===== src/rtl/core/irkm_pkg.sv =====
// ----------------------------------------------------------------------------
// irkm_pkg
// Shared types, codes and entry helpers for the IR code to key map table.
// ----------------------------------------------------------------------------
`default_nettype none

package irkm_pkg;

  localparam int unsigned ENTRIES_DEF = 64;
  localparam int unsigned MAX_OUT     = 64;
  localparam int unsigned NOUT_W      = $clog2(MAX_OUT + 1);

  // entry layout from the low end: protocol 8, address 16, command 16,
  // report id 8, key 16
  typedef logic [63:0] entry_t;
  typedef logic [39:0] code_t;

  // input kinds
  localparam logic [1:0] KIND_LOOKUP = 2'd0;
  localparam logic [1:0] KIND_WRITE  = 2'd1;
  localparam logic [1:0] KIND_READ   = 2'd2;
  localparam logic [1:0] KIND_LAST   = 2'd3;

  // result types
  localparam logic [2:0] RES_KEYBOARD = 3'd0;
  localparam logic [2:0] RES_CONSUMER = 3'd1;
  localparam logic [2:0] RES_STATUS   = 3'd2;
  localparam logic [2:0] RES_ENTRY    = 3'd3;
  localparam logic [2:0] RES_LASTCODE = 3'd4;

  // configuration register indexes
  localparam logic CFG_KEYBOARD_ID = 1'b0;
  localparam logic CFG_CONSUMER_ID = 1'b1;

  localparam logic [7:0] RID_FREE_LO = 8'h00;
  localparam logic [7:0] RID_FREE_HI = 8'hff;

  function automatic code_t code_of(input entry_t e);
    code_of = e[39:0];
  endfunction

  function automatic logic [7:0] rid_of(input entry_t e);
    rid_of = e[47:40];
  endfunction

  function automatic logic [15:0] key_of(input entry_t e);
    key_of = e[63:48];
  endfunction

  function automatic logic is_free(input entry_t e);
    is_free = (e[47:40] == RID_FREE_LO) || (e[47:40] == RID_FREE_HI);
  endfunction

endpackage

`default_nettype wire


===== src/rtl/core/irkm_cell.sv =====
// ----------------------------------------------------------------------------
// irkm_cell
// One table entry of the rotating ring; takes its neighbour's entry on shift.
// ----------------------------------------------------------------------------
`default_nettype none

module irkm_cell
  import irkm_pkg::*;
(
  input  wire    clk_i,
  input  wire    rst_ni,
  input  wire    shift_i,
  input  entry_t d_i,
  output entry_t q_o
);

  entry_t entry_q;

  // erased state is all ones
  always_ff @(posedge clk_i or negedge rst_ni) begin
    if (!rst_ni) begin
      entry_q <= '1;
    end else if (shift_i) begin
      entry_q <= d_i;
    end
  end

  assign q_o = entry_q;

endmodule

`default_nettype wire


===== config.mk =====
export PLATFORM = sky130hd
export DESIGN_NAME = irkm_cell
export DESIGN_NICKNAME = d
export VERILOG_FILES = /design/src/rtl/core/irkm_pkg.sv /design/src/rtl/core/irkm_cell.sv
export SDC_FILE = /design/constraint.sdc
export NUM_CORES = 1
export LEC_CHECK = 0
export BUFFER_PORTS_ARGS = -buffer_cell sky130_fd_sc_hd__buf_4
export CAP_MARGIN = 20
export CORE_ASPECT_RATIO = 1.4
export CORE_MARGIN = 2
export CORE_UTILIZATION = 50
export DETAILED_ROUTE_END_ITERATION = 7
export PLACE_DENSITY = 0.86
export SETUP_SLACK_MARGIN = 0.3
export SYNTH_ARGS = -nofsm -noshare
export SYNTH_HDL_FRONTEND = slang
export SYNTH_SLANG_ARGS = --single-unit

===== constraint.sdc =====
create_clock -name clk_i -period 1.7 [get_ports clk_i]
set_clock_uncertainty 0.2 [all_clocks]
set_input_delay 0.34 -clock clk_i [delete_from_list [all_inputs] [get_ports clk_i]]
set_output_delay 0.34 -clock clk_i [all_outputs]
set_load 0.02 [all_outputs]

Yosys cells after proc, flatten, opt, wreduce, memory -nomap -nowiden:

Cells that the tools add are included.

* flip-flop bits (word level): 64
* latch bits: 0
* RAM bits: 0
* memory bits (read-only): 0
* bits of input ports: 67
* output and inout port bits: 64
* word-level logic and storage cells: 1
* memories kept: 0

* $add $sub $neg: 0
* $mul: 0
* divide/modulo/power cells: 0
* $lt $le $gt $ge: 0
* equal/unequal tests: 0
* shift operators: 0
* mux-type cells: 0
* bitwise gates (word level): 0
* reduce and logical (&&, ||, !) cells: 0

Longest topological paths before layout:

* depth after elaboration: 0
* mapped depth: 3

Least setup slack after synthesis:

No wires, ideal clock.

* kind: input-to-reg
* start: input shift_i
* end: register entry_q[10] (netlist: q_o[10])
* setup time: 82 ps
* data arrival time: 947 ps
* path slack: 470 ps
* stages: 3
* path buffers: 2
* cell sequence: buf_6 -> buf_12 -> mux2_4

RTL lines
* start: declaration: line irkm_cell.sv:12 `input wire shift_i,`
* end signal: assignment: line irkm_cell.sv:24 `entry_q <= d_i;`
* end: declaration: line irkm_cell.sv:17 `entry_t entry_q;`

No word-level cell between the ends.

Final worst setup path:

* start: register entry_q[46] (netlist: q_o[46])
* end: output q_o[46]

RTL lines
* end: declaration: line irkm_cell.sv:14 `output entry_t q_o`

No word-level cell between the ends.

==> run_results.csv <==
group,metric,value,unit
drt,totalWireLength,6410,um
layout,area_delta_synth_final,59.2,%
timing,finalCritPeriodShare,0.909,
timing,report.final.hold_viol_count,0,
drt,wl_per_cell,17.4,um
floorplan,die_h,91.9,um
timing,max_freq,0.647,GHz
drt,vias,1746,
drt,ant_nets,0,
clocking,numCtsBuffers,9,
drt,drcViolationCount,0,
floorplan,ios,131,
drt,first_pass_iters,4,
logic_synthesis,yosysSeqAreaShare,0.610,
clocking,clkLatencyLatePin,320,ps
logic_synthesis,syn_avg_cell_area,20.4,um^2
global_routing,antenna_found_initial,0,
clocking,path_clk_slew,70,ps
worst_setup_path,required,1160,ps
logic_synthesis,synth_nets,202,
logic_synthesis,synth_cells,135,
global_routing,grt_pass1_vias,1983,
timing,slew_headroom,0.727,
timing,maxSlewViolCount,0,
floorplan,start_util,0.510,
worst_setup_path,worst_setup_path_end_kind,"primary output",
layout,final_design_area_no_fill,4390,um^2
floorplan,die_w,66.8,um
timing,rsz0062_at_grt,"true",
power_and_ir_drop,p_sw,1090,uW
layout,fin_nets,362,
layout,fin_cells,368,
power_and_ir_drop,p_int,3310,uW
global_routing,grt_start_max_net_pins,35,
layout,largest_register_ffs,64,
power_and_ir_drop,max-vdd-ir-drop,0.636,mV
timing,finalSetupViolations,0,
timing,setup_tns,0,ps
logic_synthesis,yosys-top-cells-area,"dfstp_2, mux2_4, buf_12, mux2_2, buf_6",
logic_synthesis,synth_top_area_frac,0.610,
floorplan,rows,32,
power_and_ir_drop,power.share.switching,0.247,
logic_synthesis,synth_top_cell_by_area,"dfstp_2",
layout,final_common_cell,"buf_4",
outcome,status,"finished clean",
worst_setup_path,critPathKind,"flop to primary output",
drt,drt_iter0_markers,52,
clocking,cts_tree,"done",
global_routing,grt_pass1_wl,9800,um
power_and_ir_drop,power_frac_clock,0.313,
hold_path,min_path_type,"input pin to asynchronous set/reset pin",
timing,tightest_slew,409,ps
floorplan,die-area,6140,um^2
worst_setup_path,worstPathMaxFanout,2,
logic_synthesis,netlist_area,2760,um^2
power_and_ir_drop,combinationalPowerShare,0.252,
timing,period_minus_slack,1540,ps
drt,vias_per_cell,4.74,
power_and_ir_drop,seq_power_share,0.436,
placed_design,hpwlAfterDp,4300,um
clocking,clock-root-buffer,"clkbuf_8",
layout,drive_above_1_share,0.997,
placed_design,io_buffer_count,130,
worst_setup_path,crit_path_start_kind,"flop",
placed_design,gp_congestion,0.774,
worst_setup_path,path_delay_family,"flip-flops",
worst_setup_path,crit_path_max_incr_delay,550,ps
logic_synthesis,synth_cell_types,5,
global_routing,grt_usage,0.218,
layout,mostFrequentLayoutCells,"buf_4, buf_6, dfstp_2",
power_and_ir_drop,power.density,1000,nW/um^2
clocking,cts_buffer_depth,2,
placed_design,dp_cells,330,
power_and_ir_drop,power_leakage,0.00214,uW
clocking,cts.htree.levels,3,
worst_setup_path,cp_slowest_cell,"dfstp_2",
layout,multi_input_area,946,um^2
placed_design,dpl-instance-area,3770,um^2
global_routing,grt.overflow.total,0,
worst_setup_path,crit_path_cell_trace,"buf_6",
flow_run,drv_cap,0,
layout,nFillCells,281,
logic_synthesis,yosys_warnings,0,
worst_setup_path,critical_path_buf_inv_count,1,
clocking,cts.sinks,64,
logic_synthesis,yosys_register_bits,64,
worst_setup_path,critical_path_arrival,1000,ps
floorplan,core_area,5410,um^2
layout,num_antenna_cells,0,
layout,seqCellArea,1680,um^2
final cells by class:
class	count	area share
clock buffers	14	0.0416
well taps	68	0.0194
clock inverters	2	0.00798
repair buffers	156	0.333
multi-input cells	64	0.215
flip-flops and latches	64	0.383
final timing paths:
kind                            slack, ps     from       to  cells after the start
worst max-delay path                  160  q_o[46]  q_o[46]                      1
worst min-delay path                   30   rst_ni  q_o[63]                      1
worst max register to register        550  q_o[18]  q_o[18]                      3
worst min register to register        440  q_o[30]  q_o[30]                      1
max in group asynchronous             980   rst_ni  q_o[20]                      2
min in group clk_i                     30  d_i[17]  q_o[17]                      2
synth_stat cells, drive strengths merged:
master	count
mux2	64
dfstp	64
buf	7
routing by layer:
layer,part of all wire,routed length (um),up-vias,global-route usage
li1,-,-,793,-
met1,0.37,2350,871,0.249
met2,0.56,3610,76,0.374
met3,0.060,382,6,0.0675
met4,0.0098,63,0,0.0833
met5,0,0,-,0
power by group through the flow:
stage	clock (uW)	combinational, uW	sequential [uW]
after CTS	1400	1100	1910
after global routing	1480	1160	1930
after floorplan	0	316	2100
final	1370	1110	1910
after detailed placement	0	934	1900
after global placement	0	912	1900
cell families after synthesis:
logic type,count (synthesis),synth area share
flops,64,0.610
buf+inv,7,0.0476
mux,64,0.343
through the flow:
stage / hold WS (ps) / worst slack, ps / utilization / total power (uW)
2_1_floorplan: -7.84 / 470 / - / 2410
4_1_cts: 23.5 / 147 / 0.808 / 4410
3_3_place_gp: 370 / 295 / 0.697 / 2810
6_report: 31.9 / 155 / 0.813 / 4400
3_5_place_dp: 374 / 263 / 0.697 / 2840
5_1_grt: 13.9 / 121 / 0.813 / 4570
what timing repair did:
item                       4_1_cts  5_1_grt
setup buffers                   19        3
hold buffers                     0        0
gates resized for setup         64        0
setup endpoints to repair       64       64
No activity file was read; power rests on OpenSTA's default activity.
