===== src/rtl/core/irkm_pkg.sv =====
// ----------------------------------------------------------------------------
// irkm_pkg
// Shared types, codes and entry helpers for the IR code to key map table.
// ----------------------------------------------------------------------------
`default_nettype none

package irkm_pkg;

  localparam int unsigned ENTRIES_DEF = 64;
  localparam int unsigned MAX_OUT     = 64;
  localparam int unsigned NOUT_W      = $clog2(MAX_OUT + 1);

  // entry layout from the low end: protocol 8, address 16, command 16,
  // report id 8, key 16
  typedef logic [63:0] entry_t;
  typedef logic [39:0] code_t;

  // input kinds
  localparam logic [1:0] KIND_LOOKUP = 2'd0;
  localparam logic [1:0] KIND_WRITE  = 2'd1;
  localparam logic [1:0] KIND_READ   = 2'd2;
  localparam logic [1:0] KIND_LAST   = 2'd3;

  // result types
  localparam logic [2:0] RES_KEYBOARD = 3'd0;
  localparam logic [2:0] RES_CONSUMER = 3'd1;
  localparam logic [2:0] RES_STATUS   = 3'd2;
  localparam logic [2:0] RES_ENTRY    = 3'd3;
  localparam logic [2:0] RES_LASTCODE = 3'd4;

  // configuration register indexes
  localparam logic CFG_KEYBOARD_ID = 1'b0;
  localparam logic CFG_CONSUMER_ID = 1'b1;

  localparam logic [7:0] RID_FREE_LO = 8'h00;
  localparam logic [7:0] RID_FREE_HI = 8'hff;

  function automatic code_t code_of(input entry_t e);
    code_of = e[39:0];
  endfunction

  function automatic logic [7:0] rid_of(input entry_t e);
    rid_of = e[47:40];
  endfunction

  function automatic logic [15:0] key_of(input entry_t e);
    key_of = e[63:48];
  endfunction

  function automatic logic is_free(input entry_t e);
    is_free = (e[47:40] == RID_FREE_LO) || (e[47:40] == RID_FREE_HI);
  endfunction

endpackage

`default_nettype wire


===== src/rtl/core/irkm_ctrl.sv =====
// ----------------------------------------------------------------------------
// irkm_ctrl
// Scan sequencer at the head of the ring: matching, write-back, result beats.
// ----------------------------------------------------------------------------
`default_nettype none

module irkm_ctrl
  import irkm_pkg::*;
#(
  parameter int unsigned ENTRIES = ENTRIES_DEF
) (
  input  wire         clk_i,
  input  wire         rst_ni,
  // item channel
  input  wire         in_valid_i,
  output logic        in_stall_o,
  input  wire  [1:0]  kind_i,
  input  wire  [7:0]  protocol_i,
  input  wire  [15:0] address_i,
  input  wire  [15:0] command_i,
  input  wire  [7:0]  report_id_i,
  input  wire  [15:0] key_code_i,
  input  wire  [7:0]  index_i,
  // configuration
  input  wire  [7:0]  kbd_id_i,
  input  wire  [7:0]  cons_id_i,
  // ring head and feedback
  input  entry_t      head_i,
  output logic        shift_o,
  output entry_t      tail_o,
  // result channel
  output logic        out_valid_o,
  input  wire         out_stall_i,
  output logic [2:0]  result_type_o,
  output logic [7:0]  out_protocol_o,
  output logic [15:0] out_address_o,
  output logic [15:0] out_command_o,
  output logic [7:0]  out_report_id_o,
  output logic [15:0] out_key_o,
  output logic        write_status_o,
  output logic        last_o
);

  localparam int unsigned CW = (ENTRIES > 1) ? $clog2(ENTRIES) : 1;

  localparam logic [1:0] ST_IDLE = 2'd0;
  localparam logic [1:0] ST_SCAN = 2'd1;
  localparam logic [1:0] ST_FIN  = 2'd2;

  logic [1:0]        state_q, state_d;
  logic [CW-1:0]     cnt_q;
  logic              done_q;
  logic              pend_valid_q;
  logic [NOUT_W-1:0] nout_q;
  logic              out_valid_q;

  // item payload
  logic [1:0]  kind_q;
  code_t       code_q;
  logic [7:0]  rid_q;
  logic [15:0] key_q;
  logic [7:0]  idx_q;
  entry_t      rd_q;
  logic        pend_cons_q;
  logic [15:0] pend_key_q;

  // last received code
  logic [7:0]  last_prot_q;
  logic [15:0] last_addr_q;
  logic [15:0] last_cmd_q;

  // result register
  logic [2:0]  res_type_q;
  logic [7:0]  res_prot_q;
  logic [15:0] res_addr_q;
  logic [15:0] res_cmd_q;
  logic [7:0]  res_rid_q;
  logic [15:0] res_key_q;
  logic        res_st_q;
  logic        res_last_q;

  logic head_match, head_free, rid_kbd, rid_cons, cap_hit;
  logic lk_hit, lk_stop, wr_hit, push_pend, out_free, advance, fin_emit, load;
  logic scan_end, in_fire;

  assign head_match = (code_of(head_i) == code_q);
  assign head_free  = is_free(head_i);
  assign rid_kbd    = (rid_of(head_i) == kbd_id_i);
  assign rid_cons   = (rid_of(head_i) == cons_id_i);
  assign cap_hit    = (nout_q == NOUT_W'(MAX_OUT));

  assign lk_hit  = (state_q == ST_SCAN) && (kind_q == KIND_LOOKUP) && !done_q && !head_free
                   && head_match && !cap_hit && (rid_kbd || rid_cons);
  assign lk_stop = (kind_q == KIND_LOOKUP) && !done_q && (head_free || (head_match && cap_hit));
  assign wr_hit  = (state_q == ST_SCAN) && (kind_q == KIND_WRITE) && !done_q
                   && (head_match || head_free);

  assign push_pend = lk_hit && pend_valid_q;
  assign out_free  = !out_valid_q || !out_stall_i;
  assign advance   = (state_q == ST_SCAN) && (!push_pend || out_free);
  assign scan_end  = (cnt_q == CW'(ENTRIES - 1));
  assign fin_emit  = (state_q == ST_FIN) && ((kind_q != KIND_LOOKUP) || pend_valid_q);
  assign load      = (advance && push_pend) || (fin_emit && out_free);
  assign in_fire   = in_valid_i && (state_q == ST_IDLE);

  assign in_stall_o = (state_q != ST_IDLE);
  assign shift_o    = advance;
  assign tail_o     = wr_hit ? {key_q, rid_q, code_q} : head_i;

  always_comb begin
    state_d = state_q;
    case (state_q)
      ST_IDLE: begin
        if (in_valid_i) begin
          state_d = (kind_i == KIND_LAST) ? ST_FIN : ST_SCAN;
        end
      end
      ST_SCAN: begin
        if (advance && scan_end) begin
          state_d = ST_FIN;
        end
      end
      ST_FIN: begin
        if (!fin_emit || out_free) begin
          state_d = ST_IDLE;
        end
      end
      default: state_d = ST_IDLE;
    endcase
  end

  always_ff @(posedge clk_i or negedge rst_ni) begin
    if (!rst_ni) begin
      state_q      <= ST_IDLE;
      cnt_q        <= '0;
      done_q       <= 1'b0;
      pend_valid_q <= 1'b0;
      nout_q       <= '0;
      out_valid_q  <= 1'b0;
      last_prot_q  <= '0;
      last_addr_q  <= '0;
      last_cmd_q   <= '0;
    end else begin
      state_q <= state_d;
      if (in_fire) begin
        cnt_q        <= '0;
        done_q       <= 1'b0;
        pend_valid_q <= 1'b0;
        nout_q       <= '0;
        if (kind_i == KIND_LOOKUP) begin
          last_prot_q <= protocol_i;
          last_addr_q <= address_i;
          last_cmd_q  <= command_i;
        end
      end
      if (advance) begin
        cnt_q <= cnt_q + CW'(1);
        if (lk_stop || wr_hit) begin
          done_q <= 1'b1;
        end
        if (lk_hit) begin
          pend_valid_q <= 1'b1;
          nout_q       <= nout_q + NOUT_W'(1);
        end
      end
      if (fin_emit && out_free && (kind_q == KIND_LAST)) begin
        last_prot_q <= '0;
      end
      if (load) begin
        out_valid_q <= 1'b1;
      end else if (!out_stall_i) begin
        out_valid_q <= 1'b0;
      end
    end
  end

  always_ff @(posedge clk_i) begin
    if (in_fire) begin
      kind_q <= kind_i;
      code_q <= {command_i, address_i, protocol_i};
      rid_q  <= report_id_i;
      key_q  <= key_code_i;
      idx_q  <= index_i;
      rd_q   <= '0;
    end
    if (advance && (kind_q == KIND_READ) && (cnt_q == idx_q[CW-1:0])
        && ({1'b0, idx_q} < 9'(ENTRIES))) begin
      rd_q <= head_i;
    end
    if (advance && lk_hit) begin
      pend_cons_q <= !rid_kbd;
      pend_key_q  <= key_of(head_i);
    end
    if (load) begin
      res_prot_q <= '0;
      res_addr_q <= '0;
      res_cmd_q  <= '0;
      res_rid_q  <= '0;
      res_key_q  <= '0;
      res_st_q   <= 1'b0;
      res_last_q <= (state_q == ST_FIN);
      res_type_q <= RES_STATUS;
      if (state_q == ST_SCAN || kind_q == KIND_LOOKUP) begin
        res_type_q <= pend_cons_q ? RES_CONSUMER : RES_KEYBOARD;
        res_key_q  <= pend_key_q;
      end else begin
        case (kind_q)
          KIND_WRITE: begin
            res_type_q <= RES_STATUS;
            res_st_q   <= !done_q;
          end
          KIND_READ: begin
            res_type_q <= RES_ENTRY;
            res_prot_q <= rd_q[7:0];
            res_addr_q <= rd_q[23:8];
            res_cmd_q  <= rd_q[39:24];
            res_rid_q  <= rid_of(rd_q);
            res_key_q  <= key_of(rd_q);
          end
          KIND_LAST: begin
            res_type_q <= RES_LASTCODE;
            res_prot_q <= last_prot_q;
            res_addr_q <= last_addr_q;
            res_cmd_q  <= last_cmd_q;
          end
          default: res_type_q <= RES_STATUS;
        endcase
      end
    end
  end

  assign out_valid_o     = out_valid_q;
  assign result_type_o   = res_type_q;
  assign out_protocol_o  = res_prot_q;
  assign out_address_o   = res_addr_q;
  assign out_command_o   = res_cmd_q;
  assign out_report_id_o = res_rid_q;
  assign out_key_o       = res_key_q;
  assign write_status_o  = res_st_q;
  assign last_o          = res_last_q;

endmodule

`default_nettype wire

===== config.mk =====
export PLATFORM = sky130hd
export DESIGN_NAME = irkm_ctrl
export DESIGN_NICKNAME = d
export VERILOG_FILES = /design/src/rtl/core/irkm_pkg.sv /design/src/rtl/core/irkm_ctrl.sv
export SDC_FILE = /design/constraint.sdc
export NUM_CORES = 1
export LEC_CHECK = 0
export BUFFER_PORTS_ARGS = -buffer_cell sky130_fd_sc_hd__buf_2
export CORE_MARGIN = 2
export CORE_UTILIZATION = 55
export CTS_CLUSTER_SIZE = 28
export DETAILED_ROUTE_END_ITERATION = 16
export GPL_ROUTABILITY_DRIVEN = 0
export PLACE_DENSITY = 0.82
export SETUP_SLACK_MARGIN = 0.1
export SLEW_MARGIN = 15
export SYNTH_ARGS = -nofsm -noshare
export SYNTH_HDL_FRONTEND = slang
export SYNTH_SLANG_ARGS = --single-unit

===== constraint.sdc =====
create_clock -name clk_i -period 8.5 [get_ports clk_i]
set_clock_uncertainty 0.1 [all_clocks]
set_input_delay 0.425 -clock clk_i [delete_from_list [all_inputs] [get_ports clk_i]]
set_output_delay 0.425 -clock clk_i [all_outputs]
set_load 0.005 [all_outputs]

Word level (Yosys, flattened, before mapping)
Index checks and enable logic that the tools add are counted.

Flip-flop bits (word level): 282. Input port bits: 158. Output and inout port bits: 136. Word-level logic and storage cells: 137.

Add/sub/neg operators: 2. $lt $le $gt $ge: 1. Eq/ne operators: 17. Muxes and demuxes: 32. Bitwise operators: 2. Reductions and logical operators: 58.

Operators by type and width (number): $mux 64 (3); $pmux 16 s2 (2); $eq 40x40->1 (1); $mux 16 (2); $logic_and 1x1->1 (24); $mux 8 (3); $mux 7 (3); $eq 8x8->1 (2); $pmux 8 s2 (1); $mux 6 (2); $reduce_bool 2->1 (6); $logic_or 1x1->1 (11); $mux 1 (9); $eq 2x2->1 const B (4); $eq 8x8->1 const B (1); $logic_not 1->1 (8); $logic_not 8->1 (1); $lt 8x7->1 const B (1); $mux 2 (4); $add 7x1->7 const B (1); $eq 7x7->1 const B (1); $add 6x1->6 const B (1); $eq 6x6->1 (1); $eq 6x6->1 const B (1); other kinds (11) (19).

Logic depth before layout (Yosys ltp)
Gate-level depths: netlist of the first run.

Word-level depth: 15. Depth in mapped cells: 11. Depth with buffers taken out: 9.

Least setup slack after synthesis of the first run
Ideal clock, no wire load.

Path kind: input to register. Start point: input port head_i[12]. End point: register res_last_q (netlist: last_o), enable pin. Library setup time: 519 ps. Arrival: 4919 ps. Required time: 7881 ps. Path slack: 2962 ps. Stages on the path: 7. Path buffers: 0. Cell sequence: xor2_1 > nor4_1 > nand4_1 > nor3_2 > nand3_1 > a21o_1 > a21oi_1.

Longest elaborated chain between the ends: 10.

Ends and longest elaborated chain: from (decl) (RTL line irkm_ctrl.sv:28) `input entry_t head_i,`; $eq 40x40->1 * (RTL line irkm_ctrl.sv:86) `assign head_match = (code_of(head_i) == code_q);`; $logic_and 1x1->1 * (3 in a row) (RTL line irkm_ctrl.sv:93) `&& head_match && !cap_hit && (rid_kbd || rid_cons);`; $logic_and 1x1->1 * (RTL line irkm_ctrl.sv:98) `assign push_pend = lk_hit && pend_valid_q;`; $logic_not 1->1 (RTL line irkm_ctrl.sv:100) `assign advance = (state_q == ST_SCAN) && (!push_pend || out_free);`; $logic_or 1x1->1 (RTL line irkm_ctrl.sv:100); $logic_and 1x1->1 (RTL line irkm_ctrl.sv:100); $logic_and 1x1->1 * (RTL line irkm_ctrl.sv:103) `assign load = (advance && push_pend) || (fin_emit && out_free);`; $logic_or 1x1->1 * (RTL line irkm_ctrl.sv:103); net load (RTL line irkm_ctrl.sv:83) `logic lk_hit, lk_stop, wr_hit, push_pend, out_free, advance, fin_emit, load;`; to (signal assigned) (RTL line irkm_ctrl.sv:201) `res_last_q <= (state_q == ST_FIN);`; to (decl) (RTL line irkm_ctrl.sv:80) `logic res_last_q;`.

Mark *: on every way through the listed nets, which the timed path passes. The rest lies on a longest branch. A chain may end at the register's enable or synchronous reset.

Final worst setup path of the first run
Start point: register code_q[39]. End point: output port tail_o[24].

Longest elaborated chain between the ends: 4.

Ends and longest elaborated chain: from (decl) (RTL line irkm_ctrl.sv:59) `code_t code_q;`; from (signal assigned) (RTL line irkm_ctrl.sv:180) `code_q <= {command_i, address_i, protocol_i};`; $eq 40x40->1 (RTL line irkm_ctrl.sv:86); $logic_or 1x1->1 (RTL line irkm_ctrl.sv:96) `&& (head_match || head_free);`; $logic_and 1x1->1 (RTL line irkm_ctrl.sv:96); $mux 64 (RTL line irkm_ctrl.sv:108) `assign tail_o = wr_hit ? {key_q, rid_q, code_q} : head_i;`; to (decl) (RTL line irkm_ctrl.sv:30) `output entry_t tail_o,`.

No other way between the ends.

==> out/qor.yml, run 1 <==
coreArea_mm2: 0.0217
cp.arrival_ns: 4.40
h-tree-depth: 1
relSlewSlack: 0.205
clkPwrFrac: 0.303
start_util: 0.556
yosys.area.top_type: "edfxtp_1"
grt_remaining_overflow: 0
nets: 1419
cp-end-kind: "primary output"
hold_viol: 0
antenna_found_initial: 1
grt_pass1_wl_um: 49200
cp.buffers_inverters: 3
ctsHoldBuffers: 87
cap_viol_max_count: 0
p_seq_frac: 0.497
dr.pass1.iters: 5
slew_violations: 0
worstPathMaxFanout: 39
p_per_area_mw_per_mm2: 261
cts_resized: 0
drt-initial-drc-count: 614
rows: 54
synth_warnings: 0
drc: 0
startpoint_type: "flip-flop"
slowest_stage: "nor4_1"
synth-seq-cells: 282
area_delta_synth_final_pct: 29.7
routedWlPerCell_um: 20.6
insertion_delay_ns: 0.54
post_cts_buffers: 0
avgViaCountPerCell: 5.48
root_buffer: "clkbuf_16"
cts_tree: "yes"
ys_types: 46
place_hpwl_um: 20200
die-height_um: 152
yosysMostFrequentCell: "edfxtp_1"
die_w_um: 152
fmax_ghz: 0.203
netlist_instances: 876
p_int_mw: 2.93
synthesis.area_mm2: 0.0121
tns_ns: 0
synth_edf_count: 224
switching_share: 0.284
clock_sinks: 282
ff2ff_setup_slack_ns: 4.76
syn_nets: 1037
status: "finished, final reports clean"
fin_crit_ns: 4.93
numCtsBuffers: 28
async_flop_share: 0.206
synth_top_area_frac: 0.558
hp-class: "in -> reg"
rsz0062_at_grt: "false"
portBuffers: 293
die-area_mm2: 0.0231
syn_area_per_cell_um2: 13.8
setup_violations: 0
ant_nets: 0
clkTransAtPathRegs_ns: 0.06
hold-worst-slack_ns: 0.0222
ys.flop_type: "edfxtp_1"
routed_wl_um: 32100
crit_type: "reg -> out"
clk_path_buf_depth: 3
netlist_top_cells_area: "edfxtp_1 56%, dfrtp_1 12%, mux2_2 4.9%"
path_cells: "xor2_1, nor4_1, nand2_1, nor3_2, nor2b_2, nor3_4, buf_16, buf_4, mux2_2, buf_2"
io_pins: 294
cp_slowest_stage_delay_ns: 0.63
critPathRequiredTime_ns: 7.98
leakagePower_nw: 6.57
synthTopCellsByCount: "224 x edfxtp_1, 126 x nand2_1, 72 x and2_1"
tightest_slew_ns: 1.19
comb_power_share: 0.200
p_sw_mw: 1.16
drive_above_1_share: 0.320
ys_seq_area_frac: 0.678
grt_pass1_vias: 8765
path_delay_family: "simple AND/OR/NAND/NOR gates"
num_vias: 8549
post-route-period-util: 0.580
peakVddDrop_mv: 0.245
grt_max_degree: 78
grt_util_all_layers: 0.273
-- power by group through the flow --
stage          combinational (mW)  clock [mW]  sequential, mW
6_report                    0.820        1.24            2.03
5_1_grt                     0.897        1.31            2.06
4_1_cts                     0.818        1.25            2.03
3_5_place_dp                0.782           0            2.05
3_3_place_gp                0.746           0            2.03
2_1_floorplan               0.449           0            2.02
-- cell type report --
class | count | area (um^2)
clock inverters | 15 | 146
clock buffers | 37 | 786
fillers | 1435 | 6040
diodes | 1 | 2.50
multi-input cells | 545 | 3680
well taps | 280 | 350
inverters | 10 | 38.8
flip-flops and latches | 282 | 8180
repair buffers | 391 | 2460
-- worst register-to-register path, cell delays in order (launching register included) --
cell and delay (ns):
edfxtp_1 0.42, xor2_1 0.18, nor4_1 0.63, nand2_1 0.17, nor3_2 0.43, nand3_1 0.13, a21o_1 0.23, a21oi_4 0.48
buf_4 0.56
-- cells by family (layout without fill, tap and decap cells) --
logic type,count (synthesis),after routing,synth area share
muxes,105,105,0.0938
buffers and inverters,49,453,0.0188
AOI/OAI and AO/OA,56,56,0.0321
xor gates and xnor gates,63,63,0.0458
adders and majority gates,3,3,0.00311
and+or+nand+nor,318,318,0.128
DFF,282,282,0.678
other,0,1,0
-- state kept, by name, indices dropped and copies added, names as in the netlist, 16 cells and up --
name	cells
last_cmd_q	16
last_addr_q	16
out_address_o	16
rd_q	64
code_q	40
out_key_o	16
pend_key_q	16
key_q	16
out_command_o	16
-- cell usage in the layout, fill, tap and decap left out, drive strengths merged, types with 4 or more instances in the layout --
master	instances
a21o	4
clkinv	13
dfrtp	58
xnor2	4
nand3	12
dlygate4sd3	87
a21oi	16
nand2b	4
buf	304
nand2	126
nand4	8
o21ai	8
clkbuf	37
a22o	16
nor3	8
and2	72
inv	9
mux2	64
xor2	59
nor2	53
mux2i	41
nor4	19
edfxtp	224
-- per-stage QoR --
step	utilization	cells	setup WS (ns)	cell area, um^2	power (mW)
floorplan	-	876	2.96	12100	2.47
global placement	0.636	1419	3.77	13800	2.78
detailed placement	0.638	1421	4.03	13800	2.84
CTS	0.721	1560	3.59	15600	4.10
global route	0.721	1561	3.33	15600	4.27
finish	0.721	1561	3.57	15600	4.09
-- per-layer routing --
| layer | GRT usage | wire (um) |
|---|---|---|
| met4 | 0.108 | 1250 |
| met1 | 0.342 | 12400 |
| met5 | 0 | 0 |
| met2 | 0.477 | 16500 |
| met3 | 0.0456 | 1910 |
-- worst paths after layout --
path	from	endpoint	depth (start not counted)
worst max-delay path	code_q[39]	tail_o[24]	10
worst min-delay path	head_i[59]	pend_key_q[11]	1
worst max register to register	code_q[39]	out_key_o[3]	8
worst min register to register	last_cmd_q[11]	last_cmd_q[11]	2
max in group asynchronous	rst_ni	cnt_q[0]	3
min in group asynchronous	rst_ni	last_addr_q[14]	3
No activity file was read; power rests on OpenSTA's default activity.
==> run 2: changes to the inputs <==
--- a/config.mk
+++ b/config.mk
@@ -5,13 +5,14 @@
 export SDC_FILE = /design/constraint.sdc
 export NUM_CORES = 1
 export LEC_CHECK = 0
+export ABC_AREA = 1
 export BUFFER_PORTS_ARGS = -buffer_cell sky130_fd_sc_hd__buf_2
 export CORE_MARGIN = 2
-export CORE_UTILIZATION = 55
+export CORE_UTILIZATION = 49
 export CTS_CLUSTER_SIZE = 28
 export DETAILED_ROUTE_END_ITERATION = 16
 export GPL_ROUTABILITY_DRIVEN = 0
-export PLACE_DENSITY = 0.82
+export PLACE_DENSITY = 0.77
 export SETUP_SLACK_MARGIN = 0.1
 export SLEW_MARGIN = 15
 export SYNTH_ARGS = -nofsm -noshare
==> constraint.sdc (replaced) <==
create_clock -name clk_i -period 4.5 [get_ports clk_i]
set_clock_uncertainty 0.1 [all_clocks]
set_input_delay 0.225 -clock clk_i [delete_from_list [all_inputs] [get_ports clk_i]]
set_output_delay 0.225 -clock clk_i [all_outputs]
set_load 0.005 [all_outputs]
==> out/qor.yml, run 2 <==
status: "finished, final reports clean"
tightest_slew_ns: 1.05  # -0.146 ns
root_buffer: "clkbuf_16"
die-area_mm2: 0.0270  # +17%
portBuffers: 293  # unchanged
syn_nets: 1350  # +30%
largest_registers: "rd_q: 64 flops, code_q: 40 flops"
final_common_cell: "nand2_1"
worstPathMaxFanout: 66  # +69%
ys_types: 36  # -22%
cts_tree: "yes"
clock_sinks: 282  # unchanged
dr.pass1.iters: 7  # +2
fin_crit_ns: 3.81
relSlewSlack: 0.303  # +0.0975
synth_edf_count: 224  # unchanged
synthTopCellsByCount: "308 x nand2_1, 224 x edfxtp_1, 124 x inv_1"
grt_util_all_layers: 0.264  # -0.00951
tns_ns: 0  # unchanged
drt-initial-drc-count: 872  # +42%
num_vias: 10300  # +20%
ys.flop_type: "edfxtp_1"
ys_seq_area_frac: 0.650  # -0.0283
rsz0062_at_grt: "false"
rows: 58  # +7.4%
grt_pass1_wl_um: 54500  # +11%
clkTransAtPathRegs_ns: 0.06  # about the same
yosysMostFrequentCell: "nand2_1"
routed_wl_um: 36100  # +12%
largest_reg_flops: 64  # unchanged
nets: 1777  # +25%
synth-seq-cells: 282  # unchanged
p_per_area_mw_per_mm2: 483  # +85%
slew_violations: 0  # unchanged
insertion_delay_ns: 0.55  # about the same
place_hpwl_um: 22200  # +10%
critPathRequiredTime_ns: 4.18  # -3.80 ns
cp.arrival_ns: 3.48  # -0.92 ns
async_flop_share: 0.206  # unchanged
grt_pass1_vias: 10200  # +16%
ff2ff_setup_slack_ns: 1.25  # -3.51 ns
die_w_um: 164  # +8.0%
ant_nets: 0  # unchanged
h-tree-depth: 1  # unchanged
grt_max_degree: 70  # -10%
antenna_found_initial: 1  # unchanged
cp-end-kind: "primary output"
area_delta_synth_final_pct: 33.2
synth_top_area_frac: 0.535  # -0.0233
yosys.area.top_type: "edfxtp_1"
peakVddDrop_mv: 0.303  # +24%
grt_remaining_overflow: 0  # unchanged
setup_violations: 0  # unchanged
synth_warnings: 0  # unchanged
syn_area_per_cell_um2: 10.6  # -23%
final_cell_mix: "304 x nand2_1, 293 x buf_2, 224 x edfxtp_1"
drc: 0  # unchanged
numCtsBuffers: 30  # +7.1%
leakagePower_nw: 7.58  # +15%
cap_viol_max_count: 0  # unchanged
fmax_ghz: 0.263
clk_path_buf_depth: 3  # unchanged
avgViaCountPerCell: 5.22  # -4.7%
post_cts_buffers: 0  # unchanged
nFillCells: 1866  # +30%
die-height_um: 164  # +8.0%
synthesis.area_mm2: 0.0126  # +4.4%
netlist_instances: 1189  # +36%
crit_type: "reg -> out"
netlist_top_cells_area: "edfxtp_1 53%, dfrtp_1 12%, nand2_1 9.2%"
regMostFlops: "rd_q"
start_util: 0.500  # -0.0563
hp-class: "in -> reg"
finish.utilization: 0.666  # -0.0557
startpoint_type: "flip-flop"
drive_above_1_share: 0.263  # -0.0561
io_pins: 294  # unchanged
post-route-period-util: 0.846
coreArea_mm2: 0.0252  # +16%
routedWlPerCell_um: 18.3  # -11%
hold_viol: 0  # unchanged
==> run 2: cell types whose count changed after synthesis, sizes merged, moves of 41 or more <==
cell / change
and2: -71
inv: +132
mux2i: -41
nand2: +186
nand3: +71
nor2: +81
o21ai: +51
xor2: -45
==> run 2: what timing repair did <==
action	in CTS	in global routing
gates resized for setup	0	0
setup endpoints to repair	0	0
hold endpoints to repair	255	0
hold buffers	141	0
==> run 2: worst paths after layout <==
path,to,cells past startpoint,from
setup / recovery,tail_o[32],10,state_q[1]
hold / removal,pend_cons_q,5,kbd_id_i[4]
setup reg to reg,out_address_o[15],12,code_q[11]
hold reg to reg,out_key_o[13],2,pend_key_q[13]
max in group asynchronous,last_prot_q[3],3,rst_ni
min in group asynchronous,last_cmd_q[8],3,rst_ni
==> run 2: routing by layer <==
layer / track usage / vias up / routed length [um]
li1: - / 4820 / -
met1: 0.336 / 4924 / 14400
met2: 0.459 / 474 / 17900
met3: 0.0470 / 68 / 2820
met4: 0.0805 / 0 / 943
met5: 0 / - / 0
==> run 2: worst max-delay path, stage by stage, from the launching register on <==
cell,delay [ns]
dfrtp_1,0.37
inv_1,0.07
nand2_2,0.42
buf_4,0.51
nor2_4,0.09
nand2_4,0.55
buf_4,0.43
buf_4,0.22
nand2_1,0.05
o21ai_1,0.08
buf_2,0.13
==> run 2: power by group <==
| group | total, mW | internal, mW | switching, mW |
|---|---|---|---|
| clock network | 2.46 | 1.44 | 1.02 |
| registers | 3.87 | 3.61 | 0.263 |
| logic | 1.77 | 0.644 | 1.13 |
==> run 2: logic make-up after synthesis <==
kind of cell | after synthesis | share of synthesized area
buffers and inverters | 193 | 0.0629
adder cells (fa/ha/maj) | 3 | 0.00298
XOR/XNOR | 35 | 0.0244
flip-flops | 282 | 0.650
AO/OA/AOI/OAI | 101 | 0.0542
multiplexers | 31 | 0.0277
AND/OR/NAND/NOR | 544 | 0.178
==> run 2: through the flow <==
stage               hold WS [ns]  std cells  area [um^2]  setup WS [ns]  total power [mW]
floorplan                 -0.171       1189        12600          0.675              4.84
global placement           0.301       1773        14400           1.30              5.50
detailed placement         0.303       1773        14400           1.25              5.58
CTS                       0.0658       1970        16800          0.656              8.14
global route              0.0945       1970        16800          0.500              8.47
finish                    0.0778       1971        16800          0.694              8.10
==> run 2: area by class of cell <==
cell class / count / area [um^2] / area share
Antenna cell: 1 / 2.50 / 0.000149
Clock buffer: 41 / 853 / 0.0509
Clock inverter: 15 / 136 / 0.00814
Inverter: 142 / 536 / 0.0320
Multi-Input combinational cell: 714 / 3670 / 0.219
Sequential cell: 282 / 8180 / 0.488
Tap cell: 330 / 413 / 0.0246
Timing Repair Buffer: 446 / 2970 / 0.177
==> run 3: changes to the inputs <==
--- a/config.mk
+++ b/config.mk
@@ -5,14 +5,14 @@
 export SDC_FILE = /design/constraint.sdc
 export NUM_CORES = 1
 export LEC_CHECK = 0
-export ABC_AREA = 1
+export ABC_AREA = 0
 export BUFFER_PORTS_ARGS = -buffer_cell sky130_fd_sc_hd__buf_2
 export CORE_MARGIN = 2
-export CORE_UTILIZATION = 49
+export CORE_UTILIZATION = 48
 export CTS_CLUSTER_SIZE = 28
 export DETAILED_ROUTE_END_ITERATION = 16
 export GPL_ROUTABILITY_DRIVEN = 0
-export PLACE_DENSITY = 0.77
+export PLACE_DENSITY = 0.76
 export SETUP_SLACK_MARGIN = 0.1
 export SLEW_MARGIN = 15
 export SYNTH_ARGS = -nofsm -noshare
==> constraint.sdc (replaced) <==
create_clock -name clk_i -period 3.2 [get_ports clk_i]
set_clock_uncertainty 0.1 [all_clocks]
set_input_delay 0.16 -clock clk_i [delete_from_list [all_inputs] [get_ports clk_i]]
set_output_delay 0.16 -clock clk_i [all_outputs]
set_load 0.005 [all_outputs]
==> out/qor.yml, run 3 (synthesis results as in run 1) <==
hold_viol: 0  # unchanged
leakagePower_nw: 7.19  # -5.2%
clkTransAtPathRegs_ns: 0.06  # about the same
hold_start: "in_valid_i"
seqCellArea_mm2: 0.00818  # unchanged
status: "finished with violations"
dr.pass1.iters: 6  # -1
grt_pass1_vias: 9345  # -8.1%
p_per_area_mw_per_mm2: 663  # +37%
die-area_mm2: 0.0264  # -2.1%
portBuffers: 293  # unchanged
crit_type: "reg -> out"
avgViaCountPerCell: 5.32  # +1.9%
cp.arrival_ns: 3.10  # -0.38 ns
antenna_found_initial: 1  # unchanged
clkPwrFrac: 0.311  # +0.007
coreArea_mm2: 0.0249  # -1.2%
ant_nets: 0  # unchanged
worstPathMaxFanout: 19  # -71%
post-route-period-util: 1.05
ff2ff_setup_slack_ns: 0.27  # -0.98 ns
finish.utilization: 0.687  # +0.0211
area_delta_synth_final_pct: 41.8
relSlewSlack: 0.361  # +0.0580
clock_sinks: 282  # unchanged
reg2reg_from: "code_q[22]"
hold_depth: 4  # -1
start_util: 0.484  # -0.0153
fmax_ghz: 0.297
rows: 58  # unchanged
largest_reg_flops: 64  # unchanged
die-height_um: 162  # -1.1%
num_vias: 8987  # -13%
multi_input_area_mm2: 0.00389  # +5.8%
r2r_end: "rd_q[31]"
largest_registers: "rd_q: 64 flops, code_q: 40 flops"
cts_tree: "yes"
drive_above_1_share: 0.327  # +0.0640
tns_ns: -6.79  # -6.79 ns
final_common_cell: "buf_2"
grt_pass1_wl_um: 52900  # -2.9%
startpoint_type: "flip-flop"
peakVddDrop_mv: 0.585  # +93%
fin_crit_ns: 3.36
final_cell_mix: "251 x buf_2, 224 x edfxtp_1, 143 x dlygate4sd3_1"
tightest_slew_ns: 0.959  # -0.0870 ns
placed_cells: 1491  # -16%
comb_power_share: 0.216  # -0.003
switching_share: 0.282  # -0.0160
p_sw_mw: 3.19  # +32%
slew_violations: 0  # unchanged
die_w_um: 162  # -1.1%
routed_wl_um: 35300  # -2.2%
rsz0062_at_grt: "true"
h-tree-depth: 1  # unchanged
layout.cells.non_filler: 1690  # -14%
p_int_mw: 8.14  # +43%
insertion_delay_ns: 0.53  # -0.02 ns
drc: 0  # unchanged
violations: "setup timing"
io_pins: 294  # unchanged
critPathRequiredTime_ns: 2.94  # -1.24 ns
worst-r2r-cell-count: 11  # -1
regMostFlops: "rd_q"
routedWlPerCell_um: 20.9  # +14%
hold-path-endpoint: "pend_valid_q"
hp-class: "in -> reg"
timing.final.ws_setup_ns: -0.162  # -0.856 ns
grt_util_all_layers: 0.264  # +0.000766
setup_violations: 64  # +64
clk_path_buf_depth: 3  # unchanged
cp-end-kind: "primary output"
nFillCells: 1704  # -8.7%
cap_viol_max_count: 0  # unchanged
dpl_worst_slack_ns: 0.227  # -1.02 ns
grt_remaining_overflow: 0  # unchanged
grt_max_degree: 41  # -41%
nets: 1499  # -16%
place_hpwl_um: 21200  # -4.5%
hold-worst-slack_ns: 0.0378  # -0.0399 ns
numCtsBuffers: 29  # -3.3%
root_buffer: "clkbuf_16"
p_seq_frac: 0.473  # -0.005
drt-initial-drc-count: 651  # -25%
[run 3: changes by cell type in the layout (fill, tap and decap cells not counted), moves of 46 or more]
cell / delta
nand2_1: -179
inv_1: -115
and2_1: +71
nand3_1: -70
nor2_1: -65
buf_6: +46
[run 3: per-stage QoR]
stage	instance area [um^2]	power [mW]
detailed placement	14100	7.60
finish	17100	11.3
floorplan	12100	6.54
CTS	17000	11.3
global placement	14100	7.50
global route	17100	11.8
[run 3: area by class of cell]
type,count,share of cell area
flip-flops and latches,282,0.478
multi-input cells,545,0.227
repair buffers,470,0.209
clock buffers,42,0.0477
well taps,330,0.0242
clock inverters,10,0.0106
inverters,10,0.00242
diodes,1,0.000146
[run 3: worst max-delay path, stage by stage, from the launching register on]
cell,delay (ns)
edfxtp_1,0.41
xor2_1,0.18
nor4_2,0.33
buf_4,0.19
nand4_1,0.13
nor3_2,0.25
nor2b_2,0.08
nor3_4,0.16
buf_6,0.16
buf_12,0.17
mux2_2,0.36
buf_2,0.14
[run 3: routing by layer]
metal  up-vias  global-route usage  wire length (um)  part of all wire
li1       4061                   -                 -                 -
met1      4406               0.321             13000              0.37
met2       412               0.465             18200              0.52
met3       108              0.0428              2370             0.067
met4         0               0.119              1670             0.047
met5         -                   0                 0                 0
[run 3: worst max path at each step]
| stage | startpoint | end | cells after the start | slack (ns) |
|---|---|---|---|---|
| 2_1_floorplan | code_q[20] | last_o | 7 | -0.01 |
| 3_3_place_gp | code_q[39] | tail_o[2] | 10 | 0.28 |
| 3_5_place_dp | code_q[39] | tail_o[2] | 10 | 0.23 |
| 4_1_cts | code_q[29] | tail_o[44] | 11 | -0.13 |
| 5_1_grt | code_q[31] | tail_o[21] | 11 | -0.30 |
| 6_report | code_q[29] | tail_o[21] | 11 | -0.16 |
[run 3: power groups by stage]
stage                     clock (mW)  sequential [mW]  combinational, mW
after floorplan                    0             5.34               1.20
after detailed placement           0             5.40               2.20
after global placement             0             5.36               2.14
final                           3.53             5.36               2.45
after global routing            3.71             5.44               2.67
after CTS                       3.57             5.33               2.41
[run 3: what timing repair did]
item,in CTS,in global routing
buffers inserted,2,0
hold endpoints to repair,219,0
cloned,1,0
setup endpoints to repair,65,87
pin swaps,4,1
hold buffers,143,0
resized for setup,74,24
